## src/hdl/hsvc_pkg.sv

```systemverilog
package hsvc_pkg;

    localparam int IN_W  = 8;
    localparam int HUE_W = 16;
    localparam int SAT_W = 8;
    localparam int VAL_W = 8;

    typedef enum logic [1:0] {
        SEC_RED   = 2'd0,
        SEC_GREEN = 2'd1,
        SEC_BLUE  = 2'd2
    } t_sector;

    typedef struct packed {
        logic [HUE_W-1:0] hue;
        logic [SAT_W-1:0] sat;
        logic [VAL_W-1:0] value;
    } t_result;

endpackage

```

## src/hdl/hsvc_sort.sv

```systemverilog
module hsvc_sort #(
    parameter int CHAN_W = 8
) (
    input  logic [CHAN_W-1:0] i_red,
    input  logic [CHAN_W-1:0] i_grn,
    input  logic [CHAN_W-1:0] i_blu,
    output logic [CHAN_W-1:0] o_max,
    output logic [CHAN_W-1:0] o_min,
    output hsvc_pkg::t_sector o_sector
);
    import hsvc_pkg::*;

    logic w_red_max;
    logic w_grn_max;
    logic w_red_min;
    logic w_grn_min;

    assign w_red_max = (i_red >= i_grn) && (i_red >= i_blu);
    assign w_grn_max = (i_grn >= i_blu);
    assign w_red_min = (i_red <= i_grn) && (i_red <= i_blu);
    assign w_grn_min = (i_grn <= i_blu);

    always_comb begin
        if (w_red_max) begin
            o_max    = i_red;
            o_sector = SEC_RED;
        end else if (w_grn_max) begin
            o_max    = i_grn;
            o_sector = SEC_GREEN;
        end else begin
            o_max    = i_blu;
            o_sector = SEC_BLUE;
        end
        if (w_red_min) begin
            o_min = i_red;
        end else if (w_grn_min) begin
            o_min = i_grn;
        end else begin
            o_min = i_blu;
        end
    end

endmodule

```

## src/hdl/hsvc_prep.sv

```systemverilog
module hsvc_prep #(
    parameter int CHAN_W = 8
) (
    input  logic [CHAN_W-1:0]          i_red,
    input  logic [CHAN_W-1:0]          i_grn,
    input  logic [CHAN_W-1:0]          i_blu,
    input  logic [CHAN_W-1:0]          i_max,
    input  logic [CHAN_W-1:0]          i_min,
    input  hsvc_pkg::t_sector          i_sector,
    output logic [CHAN_W+2:0]          o_hue_rem,
    output logic [CHAN_W+2:0]          o_hue_den,
    output logic [CHAN_W-1:0]          o_sat_rem,
    output logic [CHAN_W-1:0]          o_sat_div,
    output logic [hsvc_pkg::SAT_W-1:0] o_sat_low,
    output logic [hsvc_pkg::VAL_W-1:0] o_value
);
    import hsvc_pkg::*;

    localparam int DW = CHAN_W + 3;
    localparam int NW = DW + 2;
    localparam int PW = CHAN_W + SAT_W;

    logic [CHAN_W-1:0]    w_delta;
    logic                 w_grey;
    logic signed [NW-1:0] w_d;
    logic signed [NW-1:0] w_r;
    logic signed [NW-1:0] w_g;
    logic signed [NW-1:0] w_b;
    logic signed [NW-1:0] w_num;
    logic signed [NW-1:0] w_wrap;
    logic [DW-1:0]        w_den;
    logic [PW-1:0]        w_sprod;

    assign w_delta = i_max - i_min;
    assign w_grey  = (w_delta == '0);

    assign w_d = $signed({{(NW-CHAN_W){1'b0}}, w_delta});
    assign w_r = $signed({{(NW-CHAN_W){1'b0}}, i_red});
    assign w_g = $signed({{(NW-CHAN_W){1'b0}}, i_grn});
    assign w_b = $signed({{(NW-CHAN_W){1'b0}}, i_blu});

    always_comb begin
        case (i_sector)
            SEC_RED:   w_num = w_g - w_b;
            SEC_GREEN: w_num = (w_d <<< 1) + w_b - w_r;
            SEC_BLUE:  w_num = (w_d <<< 2) + w_r - w_g;
            default:   w_num = '0;
        endcase
        if (w_num < 0) begin
            w_wrap = w_num + (w_d <<< 2) + (w_d <<< 1);
        end else begin
            w_wrap = w_num;
        end
    end

    assign w_den   = (DW'(w_delta) << 2) + (DW'(w_delta) << 1);
    assign w_sprod = {w_delta, {SAT_W{1'b0}}} - PW'(w_delta);

    assign o_hue_rem = w_grey ? '0 : w_wrap[DW-1:0];
    assign o_hue_den = w_grey ? DW'(1) : w_den;
    assign o_sat_rem = w_sprod[PW-1:SAT_W];
    assign o_sat_low = w_sprod[SAT_W-1:0];
    assign o_sat_div = w_grey ? CHAN_W'(1) : i_max;
    assign o_value   = VAL_W'(i_max);

endmodule

```

## src/hdl/hsvc_div_step.sv

```systemverilog
module hsvc_div_step #(
    parameter int REM_W = 11
) (
    input  logic [REM_W-1:0] i_rem,
    input  logic [REM_W-1:0] i_den,
    input  logic             i_bit,
    output logic [REM_W-1:0] o_rem,
    output logic             o_qbit
);
    logic [REM_W:0]   w_shift;
    logic [REM_W+1:0] w_diff;

    assign w_shift = {i_rem, i_bit};
    assign w_diff  = {1'b0, w_shift} - {2'b00, i_den};
    assign o_qbit  = ~w_diff[REM_W+1];
    assign o_rem   = o_qbit ? w_diff[REM_W-1:0] : w_shift[REM_W-1:0];

endmodule

```

## src/hdl/rgb_to_hsv_converter.sv

```systemverilog
// Converts one RGB pixel per clock into hue, saturation and value. Each channel keeps its
// low min(CHANNEL_BITS, 8) bits. Value is the largest channel, saturation is
// floor(delta*255/max), and hue is floor(65536*n/(6*delta)) with n = (2*sector*delta+diff)
// mod (6*delta), as a 16-bit fraction of a full turn; a grey pixel gives hue 0 and
// saturation 0. Throughput is one pixel per clock while o_stall is low. From request
// acceptance to o_valid a pixel passes the input register, which loads at acceptance,
// then max/min sort, difference prep, 16 restoring divider stages (one hue quotient bit
// each, the first 8 also producing saturation bits) and the output register. A skid
// register behind the output absorbs one result, so o_stall rises only when both are full.
module rgb_to_hsv_converter #(
    parameter int CHANNEL_BITS = 8
) (
    input  logic                        i_clk,
    input  logic                        i_rst_n,
    input  logic                        i_valid,
    output logic                        o_stall,
    input  logic [hsvc_pkg::IN_W-1:0]   i_red_in,
    input  logic [hsvc_pkg::IN_W-1:0]   i_green_in,
    input  logic [hsvc_pkg::IN_W-1:0]   i_blue_in,
    output logic                        o_valid,
    input  logic                        i_stall,
    output logic [hsvc_pkg::HUE_W-1:0]  o_hue_out,
    output logic [hsvc_pkg::SAT_W-1:0]  o_sat_out,
    output logic [hsvc_pkg::VAL_W-1:0]  o_value_out
);
    import hsvc_pkg::*;

    localparam int W    = (CHANNEL_BITS < IN_W) ? CHANNEL_BITS : IN_W;
    localparam int DW   = W + 3;
    localparam int NSTG = 3 + HUE_W;

    typedef struct packed {
        logic [W-1:0] red;
        logic [W-1:0] grn;
        logic [W-1:0] blu;
    } t_rgb;

    typedef struct packed {
        t_rgb         rgb;
        logic [W-1:0] mx;
        logic [W-1:0] mn;
        t_sector      sector;
    } t_srt;

    typedef struct packed {
        logic [DW-1:0]    hrem;
        logic [DW-1:0]    hden;
        logic [HUE_W-1:0] hq;
        logic [W-1:0]     srem;
        logic [W-1:0]     sdiv;
        logic [SAT_W-1:0] slow;
        logic [SAT_W-1:0] sq;
        logic [VAL_W-1:0] value;
    } t_div;

    logic [NSTG-1:0] r_vld;
    t_rgb            r_rgb;
    t_rgb            n_rgb;
    t_srt            r_srt;
    t_srt            n_srt;
    t_div            r_div [0:HUE_W];
    t_div            n_div0;
    t_div            n_div [1:HUE_W];
    logic            r_out_vld;
    logic            r_skid_vld;
    t_result         r_out;
    t_result         r_skid;

    logic            w_adv;
    logic            w_out_free;
    t_result         w_last;
    logic [DW-1:0]   w_hrem [1:HUE_W];
    logic            w_hbit [1:HUE_W];
    logic [W-1:0]    w_srem [1:SAT_W];
    logic            w_sbit [1:SAT_W];

    assign w_adv      = ~r_skid_vld;
    assign w_out_free = ~r_out_vld | ~i_stall;
    assign o_stall    = r_skid_vld;

    assign n_rgb.red = i_red_in[W-1:0];
    assign n_rgb.grn = i_green_in[W-1:0];
    assign n_rgb.blu = i_blue_in[W-1:0];

    assign n_srt.rgb = r_rgb;

    hsvc_sort #(.CHAN_W(W)) u_sort (
        .i_red    (r_rgb.red),
        .i_grn    (r_rgb.grn),
        .i_blu    (r_rgb.blu),
        .o_max    (n_srt.mx),
        .o_min    (n_srt.mn),
        .o_sector (n_srt.sector)
    );

    hsvc_prep #(.CHAN_W(W)) u_prep (
        .i_red     (r_srt.rgb.red),
        .i_grn     (r_srt.rgb.grn),
        .i_blu     (r_srt.rgb.blu),
        .i_max     (r_srt.mx),
        .i_min     (r_srt.mn),
        .i_sector  (r_srt.sector),
        .o_hue_rem (n_div0.hrem),
        .o_hue_den (n_div0.hden),
        .o_sat_rem (n_div0.srem),
        .o_sat_div (n_div0.sdiv),
        .o_sat_low (n_div0.slow),
        .o_value   (n_div0.value)
    );

    assign n_div0.hq = '0;
    assign n_div0.sq = '0;

    for (genvar j = 1; j <= HUE_W; j++) begin : g_hue
        hsvc_div_step #(.REM_W(DW)) u_hue_step (
            .i_rem  (r_div[j-1].hrem),
            .i_den  (r_div[j-1].hden),
            .i_bit  (1'b0),
            .o_rem  (w_hrem[j]),
            .o_qbit (w_hbit[j])
        );
    end

    for (genvar j = 1; j <= SAT_W; j++) begin : g_sat
        hsvc_div_step #(.REM_W(W)) u_sat_step (
            .i_rem  (r_div[j-1].srem),
            .i_den  (r_div[j-1].sdiv),
            .i_bit  (r_div[j-1].slow[SAT_W-1]),
            .o_rem  (w_srem[j]),
            .o_qbit (w_sbit[j])
        );
    end

    always_comb begin
        for (int j = 1; j <= HUE_W; j++) begin
            n_div[j]      = r_div[j-1];
            n_div[j].hrem = w_hrem[j];
            n_div[j].hq   = {r_div[j-1].hq[HUE_W-2:0], w_hbit[j]};
        end
        for (int j = 1; j <= SAT_W; j++) begin
            n_div[j].srem = w_srem[j];
            n_div[j].slow = {r_div[j-1].slow[SAT_W-2:0], 1'b0};
            n_div[j].sq   = {r_div[j-1].sq[SAT_W-2:0], w_sbit[j]};
        end
    end

    assign w_last.hue   = r_div[HUE_W].hq;
    assign w_last.sat   = r_div[HUE_W].sq;
    assign w_last.value = r_div[HUE_W].value;

    always_ff @(posedge i_clk) begin
        if (!i_rst_n) begin
            r_vld      <= '0;
            r_out_vld  <= 1'b0;
            r_skid_vld <= 1'b0;
        end else begin
            if (w_adv) begin
                r_vld <= {r_vld[NSTG-2:0], i_valid};
            end
            if (r_skid_vld) begin
                if (w_out_free) begin
                    r_out_vld  <= 1'b1;
                    r_skid_vld <= 1'b0;
                end
            end else if (r_vld[NSTG-1]) begin
                if (w_out_free) begin
                    r_out_vld <= 1'b1;
                end else begin
                    r_skid_vld <= 1'b1;
                end
            end else if (w_out_free) begin
                r_out_vld <= 1'b0;
            end
        end
    end

    always_ff @(posedge i_clk) begin
        if (w_adv) begin
            r_rgb    <= n_rgb;
            r_srt    <= n_srt;
            r_div[0] <= n_div0;
            for (int j = 1; j <= HUE_W; j++) begin
                r_div[j] <= n_div[j];
            end
        end
        if (r_skid_vld) begin
            if (w_out_free) begin
                r_out <= r_skid;
            end
        end else if (w_out_free) begin
            r_out <= w_last;
        end else begin
            r_skid <= w_last;
        end
    end

    assign o_valid     = r_out_vld;
    assign o_hue_out   = r_out.hue;
    assign o_sat_out   = r_out.sat;
    assign o_value_out = r_out.value;

endmodule

```

## config.mk

```make
export PLATFORM = sky130hd
export DESIGN_NAME = rgb_to_hsv_converter
export DESIGN_NICKNAME = d
export VERILOG_FILES = /design/src/hdl/hsvc_pkg.sv /design/src/hdl/hsvc_sort.sv /design/src/hdl/hsvc_prep.sv /design/src/hdl/hsvc_div_step.sv /design/src/hdl/rgb_to_hsv_converter.sv
export SDC_FILE = /design/constraint.sdc
export NUM_CORES = 2
export LEC_CHECK = 0
export BUFFER_PORTS_ARGS = -buffer_cell sky130_fd_sc_hd__buf_2
export CORE_MARGIN = 1
export CORE_UTILIZATION = 45
export CTS_CLUSTER_DIAMETER = 100
export CTS_CLUSTER_SIZE = 25
export DETAILED_ROUTE_END_ITERATION = 10
export SLEW_MARGIN = 20
export SYNTH_ARGS = -nofsm -noshare
export SYNTH_HDL_FRONTEND = slang
export SYNTH_SLANG_ARGS = --single-unit
```

## constraint.sdc

```tcl
create_clock -name i_clk -period 28.6 [get_ports i_clk]
set_clock_uncertainty 0.1 [all_clocks]
set_input_delay 5.72 -clock i_clk [delete_from_list [all_inputs] [get_ports i_clk]]
set_output_delay 5.72 -clock i_clk [all_outputs]
set_load 0.02 [all_outputs]
```

==> flow_summary_export.csv <==
group,metric,value,unit
status,run_status,"finished, final reports clean",
hold_path,hold-path-cell-count,0,
placed_design,placed_area,49700,um^2
die,coreArea,105000,um^2
global_route,grt_pass1_wl,118,mm
yosys,synth_area_per_cell,13.5,um^2
route,via_per_inst,5.00,
setup_path,worstSetupStartpointType,"primary input",
placed_design,gp_congestion,0.871,
finish,areaGrowthSynthToFinish,6.98,%
clocking,max-clock-path-buffers,3,
clocking,cts_hold_buf,0,
route,firstDrtPassIters,5,
timing,finalCritPeriodShare,24.8,%
timing,drv_slew,0,
die,die_h,328,um
global_route,antenna_found_initial,0,
clocking,clk_pin_slew_worst_paths,0.09,ns
timing,post-route-min-period,7.11,ns
flow_run,maxCapViolations,0,
timing,layout_setup_ws,21.49,ns
yosys,yosysMostFrequentCell,"edfxtp_1",
yosys,yosysUniqueCellTypes,73,
clocking,htreeDepth,2,
yosys,yosys.area.top_type_share,64.1,%
timing,rsz0062_at_grt,"false",
finish,nets,3987,
die,die_w,328,um
clocking,cts.sinks,1039,
clocking,worstSkewPairLatency,0.67,ns
global_route,grt_max_degree,158,
timing,finalHoldViolCount,0,
global_route,grt_pass1_vias,25000,
setup_path,worst_ep_arrival_time,7.28,ns
yosys,synth-seq-area-share,64.9,%
yosys,synth_ff_type,"edfxtp_1",
hold_path,hold_path.class,"reg2reg",
finish,stdcell_area,51100,um^2
timing,slew_headroom,28.7,%
yosys,syn_nets,3913,
finish,antennaDiodeCount,0,
yosys,yosys_warnings,0,
die,io_pins,62,
finish,multi_input_area,15000,um^2
die,rows,119,
yosys,synth_area,47700,um^2
timing,setup_viol,0,
route,drt-initial-drc-count,1181,
finish,register_area,31000,um^2
yosys,synthTopCellsByArea,"edfxtp_1 64%, ha_1 8.4%, inv_1 3.2%, a21oi_1 2.7%, xnor2_1 2.4%",
placed_design,io_buffers,61,
global_route,overflow,0,
route,final_antenna_net_count,0,
route,drt_wl_total,70.4,mm
clocking,cts_tree,"done",
yosys,ys_top_cells_by_count,"1018 x edfxtp_1, 405 x inv_1, 322 x ha_1",
timing,fmaxAchievable,141,MHz
route,vias,25000,
yosys,synth_edf_count,1018,
yosys,synth_seq_cells,1039,
route,post-route-drc-count,0,
finish,drive_gt1_share,5.80,%
clocking,post_cts_buffers,0,
clocking,root_buffer,"clkbuf_16",
yosys,synthCells,3526,
setup_path,critPathKind,"in2reg",
timing,tns,0,ns
placed_design,pre_cts_slack,20.71,ns
yosys,async_reset_ff_share,0,%
route,routedWlPerCell,14.0,um
clocking,cts_resized,0,
timing,worst_slew_pin_slew,1.07,ns
setup_path,cp-end-kind,"flop",
setup_path,cp.required,28.78,ns
setup_path,crit_fanout,35,
finish,n_fill_cell,9100,
die,die_area,107000,um^2
die,start_util,45.3,%
yosys,synth_largest_area_cell,"edfxtp_1",
clocking,cts_buffers,48,
placed_design,hpwl,49.1,mm
global_route,grt_usage,13.3,%
setup_path,ff2ff_path_depth,24,
==> flip-flops by register name, summed over array words and instances (netlist names) <==
register / cells
n_srt: 24
o_hue_out: 16
o_sat_out: 8
o_stall: 1
o_valid: 1
o_value_out: 8
r_div: 888
r_skid: 32
r_srt: 42
r_vld: 19
==> cell type report <==
type	count	area share, %
clock buffers	61	2.45
well taps	1391	3.41
multi-input cells	2024	29.3
inverters	407	3.01
clock inverters	9	0.184
repair buffers	80	0.902
flip-flops and latches	1039	60.7
==> through the flow <==
| step | std cells | hold slack (ns) | utilization, % |
|---|---|---|---|
| 6_report | 5011 | 0.318 | 48.5 |
| 5_1_grt | 5011 | 0.326 | 48.5 |
| 4_1_cts | 5010 | 0.312 | 48.5 |
| 3_5_place_dp | 4940 | 0.305 | 47.2 |
| 3_3_place_gp | 4940 | 0.301 | 47.2 |
| 2_1_floorplan | 3526 | 0.300 | - |
==> cell families after synthesis <==
kind of cell,count (synthesis),synth area share (%)
fa+ha+maj,359,9.99
mux,84,1.87
simple gates,750,7.68
flops,1039,64.9
xor+xnor,191,3.63
buf+inv,463,3.72
compound gates,640,8.17
==> layout by cell type (no fill, tap or decap), types with 43 or more instances in the layout <==
cell type	Yosys	routed
edfxtp_1	1018	1018
inv_1	405	404
ha_1	322	322
nor2_1	261	260
a21oi_1	262	259
o21ai_0	141	141
xnor2_1	129	129
nand2_1	103	102
nor3_1	100	100
nor2b_1	78	78
nand2b_1	74	74
buf_2	22	61
xor2_1	57	57
a21o_1	56	56
clkbuf_16	0	48
mux2i_1	43	43
==> worst paths after layout <==
check,startpoint,slack [ns],to
min,r_div[0][869],0.32,r_div[0][947]
max,i_stall,21.49,r_skid[18]
max reg2reg,r_srt[10],22.14,r_div[0][77]
min reg2reg,r_div[0][869],0.32,r_div[0][947]
==> per-layer routing <==
layer | GRT usage, % | part of all wire [%]
met2 | 24.1 | 51
met4 | 4.41 | 2.6
met3 | 1.67 | 2.5
met5 | 0 | 0
met1 | 16.2 | 44
==> critical path, stage by stage <==
cell and delay, ns:
buf_2 0.08, nand2_2 0.49, nor2_4 0.96
Power is left out: the tool's default activity adds up to more than one toggle a clock period on the data nets, which glitch-free logic cannot reach.
